[src/rtl/mtp_pkg.sv]
// ----------------------------------------------------------------------------
// Motor thrust PWM converter package
// Shared constants, register indexes and item types for the converter.
// ----------------------------------------------------------------------------
package mtp_pkg;

   localparam int PWM_BITS  = 8;
   localparam int COEF_W    = 32;
   localparam int THR_W     = 24;
   localparam int MAXT_W    = 23;
   localparam int CSR_IDX_W = 4;
   localparam int CSR_DAT_W = 32;

   localparam logic [PWM_BITS-1:0] PWM_MAX = {PWM_BITS{1'b1}};

   localparam logic [CSR_IDX_W-1:0] REG_QUAD_FWD   = 4'd0;
   localparam logic [CSR_IDX_W-1:0] REG_LIN_FWD    = 4'd1;
   localparam logic [CSR_IDX_W-1:0] REG_OFFSET_FWD = 4'd2;
   localparam logic [CSR_IDX_W-1:0] REG_QUAD_REV   = 4'd3;
   localparam logic [CSR_IDX_W-1:0] REG_LIN_REV    = 4'd4;
   localparam logic [CSR_IDX_W-1:0] REG_OFFSET_REV = 4'd5;
   localparam logic [CSR_IDX_W-1:0] REG_MAXT_FWD   = 4'd6;
   localparam logic [CSR_IDX_W-1:0] REG_MAXT_REV   = 4'd7;

   localparam int DIFF_W    = THR_W + 13;
   localparam int SQ_D_W    = 72;
   localparam int SQ_ROOT_W = SQ_D_W / 2;
   localparam int SQ_REM_W  = SQ_ROOT_W + 4;
   localparam int NUM_W     = SQ_ROOT_W + 2;
   localparam int DEN_W     = COEF_W + 1;
   localparam int DIV_REM_W = DEN_W + PWM_BITS + 1;

   typedef struct packed {
      logic                    mode;
      logic                    direction;
      logic [PWM_BITS-1:0]     pwm_in;
      logic signed [THR_W-1:0] thrust_in;
   } req_type;

   typedef struct packed {
      logic signed [THR_W-1:0] thrust_out;
      logic [PWM_BITS-1:0]     pwm_out;
      logic                    domain_error;
   } rsp_type;

   typedef struct packed {
      logic signed [COEF_W-1:0] a;
      logic signed [COEF_W-1:0] b;
      logic signed [COEF_W-1:0] c;
      logic [MAXT_W-1:0]        tmax;
   } coef_type;

   typedef struct packed {
      logic                     valid;
      logic                     mode;
      logic                     done;
      logic signed [THR_W-1:0]  thrust;
      logic [PWM_BITS-1:0]      pwm;
      logic                     err;
      logic                     a_pos;
      logic [COEF_W-1:0]        mag_a;
      logic signed [COEF_W-1:0] b;
   } tok_type;

   typedef struct packed {
      logic [SQ_REM_W-1:0]  rem;
      logic [SQ_ROOT_W-1:0] root;
      logic [SQ_D_W-1:0]    dsh;
   } sq_type;

   typedef struct packed {
      logic [DIV_REM_W-1:0] rem;
      logic [PWM_BITS-1:0]  quo;
   } dv_type;

endpackage

[src/rtl/mtp_sqrt_cell.sv]
// ----------------------------------------------------------------------------
// Square root cell
// Settles one root bit from the next two discriminant bits.
// ----------------------------------------------------------------------------
module mtp_sqrt_cell
   import mtp_pkg::*;
(
   input  logic    clock,
   input  logic    reset,
   input  logic    advance,
   input  tok_type tok_in,
   input  sq_type  sq_in,
   output tok_type tok_out,
   output sq_type  sq_out
);

   logic [SQ_REM_W-1:0] rem_sh;
   logic [SQ_REM_W-1:0] trial;
   logic                ge;
   sq_type              sq_nx_in;
   tok_type             tok_ff;
   sq_type              sq_ff;

   always_comb begin
      rem_sh = {sq_in.rem[SQ_REM_W-3:0], sq_in.dsh[SQ_D_W-1:SQ_D_W-2]};
      trial  = SQ_REM_W'({sq_in.root, 2'b01});
      ge     = rem_sh >= trial;
      sq_nx_in.rem  = ge ? rem_sh - trial : rem_sh;
      sq_nx_in.root = {sq_in.root[SQ_ROOT_W-2:0], ge};
      sq_nx_in.dsh  = sq_in.dsh << 2;
   end

   always_ff @(posedge clock) begin
      if (reset) begin
         tok_ff.valid <= 1'b0;
      end else if (advance) begin
         tok_ff <= tok_in;
         sq_ff  <= sq_nx_in;
      end
   end

   assign tok_out = tok_ff;
   assign sq_out  = sq_ff;

endmodule

[config.mk]
export PLATFORM = sky130hd
export DESIGN_NAME = mtp_sqrt_cell
export DESIGN_NICKNAME = d
export VERILOG_FILES = /design/src/rtl/mtp_pkg.sv /design/src/rtl/mtp_sqrt_cell.sv
export SDC_FILE = /design/constraint.sdc
export NUM_CORES = 1
export LEC_CHECK = 0
export ABC_CLOCK_PERIOD_IN_PS = 13900
export BUFFER_PORTS_ARGS = -buffer_cell sky130_fd_sc_hd__buf_4
export CAP_MARGIN = 10
export CORE_AREA = 2 2 196 198
export DETAILED_ROUTE_END_ITERATION = 6
export DIE_AREA = 0 0 198 200
export PLACE_DENSITY = 0.51
export SYNTH_ARGS = -nofsm -noshare
export SYNTH_HDL_FRONTEND = slang
export SYNTH_SLANG_ARGS = --single-unit
[constraint.sdc]
create_clock -name clock -period 13.9 [get_ports clock]
set_clock_uncertainty 0.05 [all_clocks]
set_input_delay 2.085 -clock clock [delete_from_list [all_inputs] [get_ports clock]]
set_output_delay 2.085 -clock clock [all_outputs]
set_load 0.02 [all_outputs]
== Word-level counts from Yosys, hierarchy flattened ==
Index checks and enable logic that the tools add are counted.

* Multiplexer cells: 1
* $add $sub $neg: 1
* Reduce and logical (&&, ||, !) cells: 1
* Bitwise logic cells: 1
* $lt $le $gt $ge: 1

{| class="wikitable"
|+ Operator list
! kind !! count
|-
| 40-bit by 38-bit greater-or-equal comparator with 1-bit output || 1
|-
| 40-bit two-way mux || 1
|-
| 40-bit by 38-bit subtractor with 40-bit output || 1
|-
| 2-bit AND reduction || 1
|-
| 1-bit inverter || 1
|}

* Logic and storage cells: 17
* Input bits: 252
* Flip-flop bits (word level): 247
* Output and inout port bits: 249

== Longest topological paths before layout ==
* Depth in word-level cells: 2
* Gate-level depth with buffers: 13
* Mapped depth without buffers: 11

== Worst setup path after synthesis ==
No wires, ideal clock.

* Path kind: input-to-reg
* From: input port reset
* To: register sq_ff (netlist bit sq_out[100]) (enable)
* Arrival time: 12.964 ns
* Setup time: 0.891 ns
* Stages on the path: 1
* Path slack: -0.004 ns
* Path through: nor2b_1

* Cells in the longest elaborated chain, start to end: 2

{| class="wikitable"
|+ RTL lines
! item !! RTL line !! source
|-
| start: declaration || mtp_sqrt_cell.sv:9 || <nowiki>input logic reset,</nowiki>
|-
| 1-bit inverter (no source line) || n/a ||
|-
| 2-bit AND reduction (no source line) || n/a ||
|-
| end signal: assignment || mtp_sqrt_cell.sv:38 || <nowiki>sq_ff <= sq_nx_in;</nowiki>
|-
| end: declaration || mtp_sqrt_cell.sv:22 || <nowiki>sq_type sq_ff;</nowiki>
|}

Every way passes these cells.
A chain may end at the register's enable or synchronous reset.

==> impl_metrics.env <==
export IMPL_grt_pass1_vias=7487
export IMPL_ff2ff_path_depth=2
export IMPL_synthSimpleGateAreaFrac_pct=5.71
export IMPL_synth_top_family_by_area="compound AO/OA/AOI/OAI gates"
export IMPL_synthFlopType="edfxtp_1"
export IMPL_wl_met2_um=17800
export IMPL_fp_dieH_um=200
export IMPL_setup_violations=0
export IMPL_cts_clk_slew_worst_paths_ns=0.06
export IMPL_rsz0062_at_grt="no"
export IMPL_startpoint="sq_in[85]"
export IMPL_finalNonFillerCells=1730
export IMPL_critPathMostFrequentCell="buf_4"
export IMPL_yosysSeqAreaShare_pct=72.4
export IMPL_ir_drop_uv=105
export IMPL_synth_edf_count=246
export IMPL_power_density_nw_per_um2=132
export IMPL_fin_ws_ns=8.88
export IMPL_crit_required_ns=14.16
export IMPL_synth_mux_area_share_pct=0.832
export IMPL_post_cts_setup_buffers=0
export IMPL_final_cell_area_um2=15500
export IMPL_drv_slew=0
export IMPL_p_leak_nw=6.54
export IMPL_area_delta_synth_final_pct=51.3
export IMPL_grt_max_degree=78
export IMPL_drv_cap=0
export IMPL_min_path_type="reg2reg"
export IMPL_hp_start="tok_out[100]$_SDFFE_PP0P_"
export IMPL_drt_iter0_markers=240
export IMPL_synthTopCellsByArea="edfxtp_1, ha_1, a21oi_1, xnor2_1, inv_1"
export IMPL_synthAdderAreaFrac_pct=4.65
export IMPL_worst_pin_slew_ns=1.01
export IMPL_ctsHoldBuffers=0
export IMPL_path_cells="buf_4, inv_1, ha_1, and2_1, nand3_1, nor2_1, o211ai_1, nand2_2, a21boi_2, o311ai_4, buf_4, mux2_2"
export IMPL_crit_path_start_kind="input pin"
export IMPL_first_pass_iters=4
export IMPL_worstPathArrival_ns=5.28
export IMPL_vias_per_cell=4.33
export IMPL_drive_gt1_share_pct=46.4
export IMPL_slowest_stage="buf_4"
export IMPL_grtUsageTotal_pct=16.3
export IMPL_gp_congestion=0.766
export IMPL_max_stage_delay_ns=0.62
export IMPL_cp_endpoint="sq_out[117]$_DFFE_PP_"
export IMPL_top_layer="met5"
export IMPL_placed_cell_area_um2=14500
export IMPL_ant_nets=0
export IMPL_timing_rr_start="tok_out[100]$_SDFFE_PP0P_"
export IMPL_cp_top_family="compound AO/OA/AOI/OAI gates"
export IMPL_synth_top_area_share_pct=72.2
export IMPL_dp_cells=1679
export IMPL_finalPower_mw=2.04
export IMPL_wl_per_cell_um=19.8
export IMPL_max_freq_ghz=0.199
export IMPL_die_x_um=198
export IMPL_core_um2=37400
export IMPL_synth_xor_xnor_area_share_pct=3.00
export IMPL_rows=71
export IMPL_tns_ns=0
export IMPL_syn_cell_area_um2=10200
export IMPL_routed_wl_met3_um=3060
export IMPL_max_slew_margin_rel_pct=32.4
export IMPL_path_depth=12
export IMPL_pre_cts_slack_ns=8.23
export IMPL_cts_sinks=247
export IMPL_r2r_slack_ns=13.27
export IMPL_ys_types=57
export IMPL_grt_pass1_wl_um=47600
export IMPL_routed_wirelength_um=34300
export IMPL_final_nets=1488
export IMPL_insertion_delay_ns=0.56
export IMPL_ios=501
export IMPL_antenna_found_initial=3
export IMPL_wl_met1_um=12600
export IMPL_path_buf_inv=3
export IMPL_crit_path_max_fanout=61
export IMPL_worst_hold_slack_ns=0.458
export IMPL_crit_type="in2reg"
export IMPL_yosysMostFrequentCell="edfxtp_1"
export IMPL_start_util_pct=27.3
export IMPL_syn_avg_cell_area_um2=14.9
export IMPL_status="finished, final reports clean"
export IMPL_netlist_instances=685
export IMPL_io_buffers=496
export IMPL_final_util_pct=41.4
export IMPL_htreeDepth=1
export IMPL_reg2reg_to="tok_out[100]$_SDFFE_PP0P_"
export IMPL_cts_resized=0
export IMPL_clock_path_buffers=3
export IMPL_numCtsBuffers=28
export IMPL_overflow=0
export IMPL_root_buffer="clkbuf_16"
export IMPL_end_kind="register"
export IMPL_synth_commonest_cells="edfxtp_1, a21oi_1, inv_1"
export IMPL_ys_warn_count=0
export IMPL_via_count=7498
export IMPL_dieArea_um2=39600
export IMPL_synth_compound_area_share_pct=10.1
export IMPL_synthArstFlopShare_pct=0
export IMPL_dpl_hpwl_um=27100
export IMPL_cts_tree="built"
export IMPL_hold_viol_final=0
export IMPL_min_period_ns=5.02
export IMPL_synth_area_leader_cell="edfxtp_1"
export IMPL_drc=0
export IMPL_postSynthRegisterBits=247
export IMPL_fin_crit_sh_pct=36.1
cells in the final DEF (no fill, tap or decap), types with 5 or more instances in the layout:
cell type and count:
a21oi_1 68, a21o_1 17, nand4_1 8, ha_1 38
inv_1 55, nor2_1 41, o21ai_0 21, nand3_1 9
bufinv_16 5, clkbuf_16 28, nand2_1 35, clkinv_2 5
a31oi_1 6, clkbuf_1 5, o21bai_1 7, xor2_1 11
xnor2_1 24, nor3_1 5, edfxtp_1 246, o21a_1 8
buf_4 501
logic make-up (layout without fill, tap and decap cells):
family | after synthesis | after routing
other cells | 1 | 3
compound gates | 157 | 157
xor+xnor | 35 | 35
flops | 247 | 247
simple gates | 125 | 125
buf+inv | 75 | 607
fa+ha+maj | 38 | 38
mux | 7 | 7
how the worst min path moves through the flow:
stage,slack (ns),cells past startpoint,end
2_1_floorplan,0.53,2,tok_out[100]$_SDFFE_PP0P_
3_3_place_gp,0.44,2,tok_out[100]$_SDFFE_PP0P_
3_5_place_dp,0.45,2,tok_out[100]$_SDFFE_PP0P_
4_1_cts,0.46,2,tok_out[100]$_SDFFE_PP0P_
5_1_grt,0.51,2,tok_out[100]$_SDFFE_PP0P_
6_report,0.46,2,tok_out[100]$_SDFFE_PP0P_
where the power goes:
group / total, mW / leakage, nW / switching (mW) / internal, mW
clock: 0.771 / 0.462 / 0.307 / 0.464
combinational: 0.370 / 3.76 / 0.205 / 0.165
sequential: 0.902 / 2.32 / 0.0145 / 0.888
total: 2.04 / 6.54 / 0.526 / 1.52
area by class of cell:
cell class	count	area [um^2]
timing repair buffer	501	3760
clock buffer	33	719
fill	3577	21900
inverter	56	210
tap	511	639
sequential	247	7410
clock inverter	17	240
antenna	1	2.50
multi-input combinational	364	2500
worst register-to-register path: cells and delay by family (launching register included):
| family | cells | cell delay (ns) |
|---|---|---|
| mux | 1 | 0.12 |
| flops | 1 | 0.31 |
| simple gates | 1 | 0.05 |
registers in the layout, indices dropped and copies added (netlist names):
register,flops
sq_out,146
tok_out,101
per-layer routing:
layer,vias up,global-route usage [%]
met2,270,29.6
met3,39,5.98
met1,3608,18.1
met4,4,4.32
met5,-,0
li1,3577,-
Note: power is estimated with default switching activity, not from simulation.
