<file path="config.mk">
export PLATFORM = sky130hd
export DESIGN_NAME = mtp_div_cell
export DESIGN_NICKNAME = d
export VERILOG_FILES = /design/src/rtl/mtp_pkg.sv /design/src/rtl/mtp_div_cell.sv
export SDC_FILE = /design/constraint.sdc
export NUM_CORES = 1
export LEC_CHECK = 0
export ABC_CLOCK_PERIOD_IN_PS = 8450
export BUFFER_PORTS_ARGS = -buffer_cell sky130_fd_sc_hd__buf_2
export CAP_MARGIN = 30
export CORE_AREA = 2 2 166 103
export DETAILED_ROUTE_END_ITERATION = 12
export DIE_AREA = 0 0 168 105
export PLACE_DENSITY = 0.76
export SYNTH_ARGS = -nofsm -noshare
export SYNTH_HDL_FRONTEND = slang
export SYNTH_SLANG_ARGS = --single-unit
export TNS_END_PERCENT = 30
</file>
<file path="constraint.sdc">
create_clock -name clock -period 8.45 [get_ports clock]
set_clock_uncertainty 0.15 [all_clocks]
set_input_delay 0.845 -clock clock [delete_from_list [all_inputs] [get_ports clock]]
set_output_delay 0.845 -clock clock [all_outputs]
set_load 0.03 [all_outputs]
</file>
<file path="src/rtl/mtp_pkg.sv">
// ----------------------------------------------------------------------------
// Motor thrust PWM converter package
// Shared constants, register indexes and item types for the converter.
// ----------------------------------------------------------------------------
package mtp_pkg;

   localparam int PWM_BITS  = 8;
   localparam int COEF_W    = 32;
   localparam int THR_W     = 24;
   localparam int MAXT_W    = 23;
   localparam int CSR_IDX_W = 4;
   localparam int CSR_DAT_W = 32;

   localparam logic [PWM_BITS-1:0] PWM_MAX = {PWM_BITS{1'b1}};

   localparam logic [CSR_IDX_W-1:0] REG_QUAD_FWD   = 4'd0;
   localparam logic [CSR_IDX_W-1:0] REG_LIN_FWD    = 4'd1;
   localparam logic [CSR_IDX_W-1:0] REG_OFFSET_FWD = 4'd2;
   localparam logic [CSR_IDX_W-1:0] REG_QUAD_REV   = 4'd3;
   localparam logic [CSR_IDX_W-1:0] REG_LIN_REV    = 4'd4;
   localparam logic [CSR_IDX_W-1:0] REG_OFFSET_REV = 4'd5;
   localparam logic [CSR_IDX_W-1:0] REG_MAXT_FWD   = 4'd6;
   localparam logic [CSR_IDX_W-1:0] REG_MAXT_REV   = 4'd7;

   localparam int DIFF_W    = THR_W + 13;
   localparam int SQ_D_W    = 72;
   localparam int SQ_ROOT_W = SQ_D_W / 2;
   localparam int SQ_REM_W  = SQ_ROOT_W + 4;
   localparam int NUM_W     = SQ_ROOT_W + 2;
   localparam int DEN_W     = COEF_W + 1;
   localparam int DIV_REM_W = DEN_W + PWM_BITS + 1;

   typedef struct packed {
      logic                    mode;
      logic                    direction;
      logic [PWM_BITS-1:0]     pwm_in;
      logic signed [THR_W-1:0] thrust_in;
   } req_type;

   typedef struct packed {
      logic signed [THR_W-1:0] thrust_out;
      logic [PWM_BITS-1:0]     pwm_out;
      logic                    domain_error;
   } rsp_type;

   typedef struct packed {
      logic signed [COEF_W-1:0] a;
      logic signed [COEF_W-1:0] b;
      logic signed [COEF_W-1:0] c;
      logic [MAXT_W-1:0]        tmax;
   } coef_type;

   typedef struct packed {
      logic                     valid;
      logic                     mode;
      logic                     done;
      logic signed [THR_W-1:0]  thrust;
      logic [PWM_BITS-1:0]      pwm;
      logic                     err;
      logic                     a_pos;
      logic [COEF_W-1:0]        mag_a;
      logic signed [COEF_W-1:0] b;
   } tok_type;

   typedef struct packed {
      logic [SQ_REM_W-1:0]  rem;
      logic [SQ_ROOT_W-1:0] root;
      logic [SQ_D_W-1:0]    dsh;
   } sq_type;

   typedef struct packed {
      logic [DIV_REM_W-1:0] rem;
      logic [PWM_BITS-1:0]  quo;
   } dv_type;

endpackage

</file>
<file path="src/rtl/mtp_div_cell.sv">
// ----------------------------------------------------------------------------
// Divider cell
// Settles one quotient bit of the root numerator over twice the magnitude of the quadratic coefficient.
// ----------------------------------------------------------------------------
module mtp_div_cell
   import mtp_pkg::*;
(
   input  logic    clock,
   input  logic    reset,
   input  logic    advance,
   input  tok_type tok_in,
   input  dv_type  dv_in,
   output tok_type tok_out,
   output dv_type  dv_out
);

   logic [DIV_REM_W-1:0] den_sh;
   logic                 ge;
   dv_type               dv_nx_in;
   tok_type              tok_ff;
   dv_type               dv_ff;

   always_comb begin
      den_sh = DIV_REM_W'({tok_in.mag_a, 1'b0}) << (PWM_BITS - 1);
      ge     = dv_in.rem >= den_sh;
      dv_nx_in.rem = (ge ? dv_in.rem - den_sh : dv_in.rem) << 1;
      dv_nx_in.quo = {dv_in.quo[PWM_BITS-2:0], ge};
   end

   always_ff @(posedge clock) begin
      if (reset) begin
         tok_ff.valid <= 1'b0;
      end else if (advance) begin
         tok_ff <= tok_in;
         dv_ff  <= dv_nx_in;
      end
   end

   assign tok_out = tok_ff;
   assign dv_out  = dv_ff;

endmodule

</file>
## Word level (Yosys, flattened, before mapping)

Cells that the tools add are included.

- Add/subtract/negate cells: 1
- $lt $le $gt $ge: 1
- Multiplexer cells: 1
- Bitwise operators: 1
- Reduce and logical (&&, ||, !) cells: 1

Operator list:

| cell | number |
|---|---|
| $ge A42 B40 Y1 | 1 |
| $mux W41 | 1 |
| $sub A41 B40 Y41 | 1 |
| $reduce_and A2 Y1 | 1 |
| $not A1 Y1 | 1 |

- Bits in registers: 150
- Output and inout bits: 151
- Logic and storage cells: 16

## Depth between registers and ports, before layout

- Word-level depth: 2
- Depth in mapped cells: 14

## Worst setup path before layout

No wires, ideal clock.

- Path kind: input to register
- From: input reset
- To: register dv_ff, in the netlist dv_out[0] (enable)
- Library setup time: 0.680 ns
- Arrival: 7.451 ns
- Data required time: 7.620 ns
- Path slack: 0.169 ns
- Stages: 1
- Buffers on the path: 0
- Cells stage by stage: nor2b_1

- Longest elaborated chain between the ends: 2

Ends and longest elaborated chain:

| item | line | source |
|---|---|---|
| start: declaration | mtp_div_cell.sv:9 | `input logic reset,` |
| $not A1 Y1 (no line) | -- |  |
| $reduce_and A2 Y1 (no line) | -- |  |
| end signal: assignment | mtp_div_cell.sv:35 | `dv_ff <= dv_nx_in;` |
| end: declaration | mtp_div_cell.sv:21 | `dv_type dv_ff;` |

No other way between the ends.
A chain may end at the register's enable or synchronous reset.

==> results.tsv <==
metric	value	unit
relSlewSlack	46.0	%
grt_start_max_net_pins	80	
clkSlewWorstSetupHoldPaths	70	ps
synth.distinct_cells	59	
worst_slew_pin_slew	810	ps
postRouteAntennaNets	0	
syn-mean-instance-area	13.2	µm²
average_wire_length_per_cell_after_detail_routing	17.6	µm
post_cts.repair.setup_buffers	0	
clock_insertion_delay_worst_skew	410	ps
start_util	42.5	%
post_drt_via_cell_ratio	5.09	
design.portCount	305	
synth_enable_flop_cells	149	
slew_viol_final	0	
placement.io_buffers	302	
start_kind	input port	
hp-class	reg2reg	
setup_tns	0	ps
placementRows	36	
total_leakage_power	0.00394	µW
die_h	105	µm
cts.path.max_buffers	2	
critical_path_class	in2reg	
gpl.final_weighted_congestion	0.920	
postCtsResizedCells	0	
worst_ep_arrival_time	4250	ps
fmax	236	MHz
ys_seq_elements	150	
gr-total-overflow	0	
syn_area	6790	µm²
remaining_drc_errors	0	
cts_hold_repair.buffers	0	
synthesis.nets	701	
finalNetCount	1014	
h-tree-depth	4	
postRouteWirelength	18.4	mm
layout_worst_path_cycle_share	50.2	%
max_cap_viol_count	0	
drive_gt1_share	42.5	%
starting_drc_count_in_detailed_routing	336	
postSynth.topFlopCell	sky130_fd_sc_hd__edfxtp_1	
hold_viol	0	
path_max_fanout	32	
tritoncts	done	
hpwlAfterDp	14.4	mm
outcome	finished clean	
portion_of_the_post_synthesis_area_used_by_sequential_elements	66.2	%
synthesis.yosys.warnings	0	
async_reset_ff_share	0	%
finalCriticalPeriod	4240	ps
grt_first_pass_wirelength	28.3	mm
grt_pass1_vias	5235	
design.core.area	16000	µm²
floorplan.die_area	17600	µm²
ctsRootBufferMaster	sky130_fd_sc_hd__clkbuf_16	
grt_antenna_before_repair	2	
number_of_clock_buffers_inserted_by_tritoncts	17	
unrepaired_setup_endpoints_after_global_routing	false	
cts.sink_count	150	
num_antenna_cells	0	
area_growth_syn_to_layout	34.6	%
vias	5335	
crit_required	8460	ps
peakVddDrop	135	µV
layout.filler_cells	1398	
grt_use_total	21.0	%
synth_cells	514	
first_pass_iters	5	
worstSetupEndpointType	flip-flop	
setup_viol	0	
dieWidth	168	µm
fin_worst_hold_slack	345	ps
power_density	225	nW/µm²
## per-layer routing
layer | up-vias | share of wire (%) | global-route usage, %
met5 | - | 0.15 | 0
met4 | 4 | 0.83 | 5.16
met3 | 17 | 8.5 | 6.74
met2 | 233 | 46 | 33.0
met1 | 2538 | 44 | 28.2
li1 | 2543 | - | -
## stage by stage
step	cells	utilization [%]	setup WS [ps]	area (µm²)	power, µW
2_1_floorplan	514	-	169	6790	1190
5_1_grt	1049	57.2	4020	9150	2140
3_3_place_gp	1016	53.3	3820	8530	1320
6_report	1049	57.2	4210	9150	2060
4_1_cts	1048	57.0	4210	9120	2080
3_5_place_dp	1016	53.3	3770	8530	1330
## Yosys cell counts (2+ instances only)
| library cell | count | area [µm²] |
|---|---|---|
| sky130_fd_sc_hd__nor3_1 | 6 | 30.0 |
| sky130_fd_sc_hd__xnor2_1 | 14 | 123 |
| sky130_fd_sc_hd__and4b_1 | 2 | 20.0 |
| sky130_fd_sc_hd__nor4_1 | 3 | 18.8 |
| sky130_fd_sc_hd__a211o_1 | 2 | 17.5 |
| sky130_fd_sc_hd__nand2_1 | 55 | 206 |
| sky130_fd_sc_hd__and3_2 | 2 | 15.0 |
| sky130_fd_sc_hd__edfxtp_1 | 149 | 4470 |
| sky130_fd_sc_hd__or2_2 | 2 | 12.5 |
| sky130_fd_sc_hd__nand4_1 | 9 | 56.3 |
| sky130_fd_sc_hd__o31ai_1 | 2 | 15.0 |
| sky130_fd_sc_hd__inv_1 | 39 | 146 |
| sky130_fd_sc_hd__nand2b_1 | 6 | 37.5 |
| sky130_fd_sc_hd__nor2b_1 | 3 | 18.8 |
| sky130_fd_sc_hd__a21oi_1 | 34 | 170 |
| sky130_fd_sc_hd__mux2_2 | 2 | 22.5 |
| sky130_fd_sc_hd__ha_1 | 32 | 400 |
| sky130_fd_sc_hd__a21o_1 | 8 | 60.1 |
| sky130_fd_sc_hd__o21ai_0 | 47 | 235 |
| sky130_fd_sc_hd__o211ai_1 | 4 | 30.0 |
| sky130_fd_sc_hd__a22o_2 | 2 | 20.0 |
| sky130_fd_sc_hd__and2_1 | 2 | 12.5 |
| sky130_fd_sc_hd__a21oi_2 | 2 | 17.5 |
| sky130_fd_sc_hd__xor2_1 | 15 | 131 |
| sky130_fd_sc_hd__a211oi_1 | 3 | 22.5 |
| sky130_fd_sc_hd__and4_1 | 2 | 17.5 |
| sky130_fd_sc_hd__and3_1 | 2 | 12.5 |
| sky130_fd_sc_hd__clkbuf_1 | 3 | 11.3 |
| sky130_fd_sc_hd__nand3_1 | 3 | 15.0 |
| sky130_fd_sc_hd__a41oi_1 | 2 | 17.5 |
| sky130_fd_sc_hd__a31oi_1 | 5 | 31.3 |
| sky130_fd_sc_hd__clkbuf_2 | 2 | 10.0 |
| sky130_fd_sc_hd__nand3b_1 | 2 | 15.0 |
| sky130_fd_sc_hd__buf_2 | 5 | 25.0 |
| sky130_fd_sc_hd__o21ai_1 | 2 | 10.0 |
| sky130_fd_sc_hd__nor2_1 | 17 | 63.8 |
| sky130_fd_sc_hd__a31o_2 | 2 | 17.5 |
## flip-flops by register name (all words and copies together) (netlist names)
signal / count
tok_out: 101
dv_out: 49
## worst max-delay path, stage by stage
cell,delay (ps)
sky130_fd_sc_hd__buf_2,110
sky130_fd_sc_hd__inv_1,50
sky130_fd_sc_hd__ha_1,160
sky130_fd_sc_hd__inv_1,60
sky130_fd_sc_hd__fa_1,400
sky130_fd_sc_hd__a21o_2,260
sky130_fd_sc_hd__a22o_2,230
sky130_fd_sc_hd__a211o_1,290
sky130_fd_sc_hd__a21oi_2,200
sky130_fd_sc_hd__o21ai_2,160
sky130_fd_sc_hd__a31oi_4,700
sky130_fd_sc_hd__buf_4,410
sky130_fd_sc_hd__mux2_2,370
## power breakdown
group	switching (µW)	internal (µW)	total (µW)	leakage [µW]
Clock	347	397	743	0.000288
Combinational	275	134	410	0.00224
Sequential	12.8	889	902	0.00141
Total	635	1420	2060	0.00394
## cells by family after synthesis
kind of cell             Yosys count  synth area share, %
AO/OA/AOI/OAI                    128                 11.8
multiplexers                       3                0.479
AND/OR/NAND/NOR                  119                 8.45
flip-flops                       150                 66.2
XOR/XNOR                          29                 3.74
other                              1               0.0552
buffers and inverters             51                 3.11
adder cells (fa/ha/maj)           33                 6.19
## path summary, 6_finish.rpt
path                            cells past startpoint  slack (ps)    startpoint           end
worst max-delay path                               13        4210     dv_in[16]    dv_out[18]
worst min-delay path                                2         350  tok_out[100]  tok_out[100]
worst max register to register                      2        7710  tok_out[100]  tok_out[100]
worst min register to register                      2         350  tok_out[100]  tok_out[100]
## placed cells by master, fill, tap and decap left out, types with 3 or more instances in the layout
| cell type | Yosys | final |
|---|---|---|
| sky130_fd_sc_hd__buf_2 | 5 | 302 |
| sky130_fd_sc_hd__edfxtp_1 | 149 | 149 |
| sky130_fd_sc_hd__nand2_1 | 55 | 55 |
| sky130_fd_sc_hd__o21ai_0 | 47 | 47 |
| sky130_fd_sc_hd__inv_1 | 39 | 39 |
| sky130_fd_sc_hd__a21oi_1 | 34 | 34 |
| sky130_fd_sc_hd__ha_1 | 32 | 32 |
| sky130_fd_sc_hd__nor2_1 | 17 | 17 |
| sky130_fd_sc_hd__clkbuf_16 | 0 | 17 |
| sky130_fd_sc_hd__xor2_1 | 15 | 15 |
| sky130_fd_sc_hd__xnor2_1 | 14 | 14 |
| sky130_fd_sc_hd__nand4_1 | 9 | 9 |
| sky130_fd_sc_hd__a21o_1 | 8 | 8 |
| sky130_fd_sc_hd__nand2b_1 | 6 | 6 |
| sky130_fd_sc_hd__nor3_1 | 6 | 6 |
| sky130_fd_sc_hd__a31oi_1 | 5 | 5 |
| sky130_fd_sc_hd__inv_8 | 0 | 5 |
| sky130_fd_sc_hd__o211ai_1 | 4 | 4 |
| sky130_fd_sc_hd__nand3_1 | 3 | 3 |
| sky130_fd_sc_hd__nor4_1 | 3 | 3 |
| sky130_fd_sc_hd__a211oi_1 | 3 | 3 |
| sky130_fd_sc_hd__clkinv_4 | 0 | 3 |
| sky130_fd_sc_hd__clkinv_8 | 0 | 3 |
| sky130_fd_sc_hd__inv_6 | 0 | 3 |
| sky130_fd_sc_hd__buf_4 | 1 | 3 |
## layout make-up
class                           count  area (µm²)  share of cell area, %
Clock buffer                       17         425                   4.65
Clock inverter                     15         161                   1.76
Inverter                           39         146                   1.60
Multi-Input combinational cell    313        2090                   22.9
Sequential cell                   150        4490                   49.1
Tap cell                          209         262                   2.86
Timing Repair Buffer              306        1560                   17.1
Note: power is estimated with default switching activity, not from simulation.
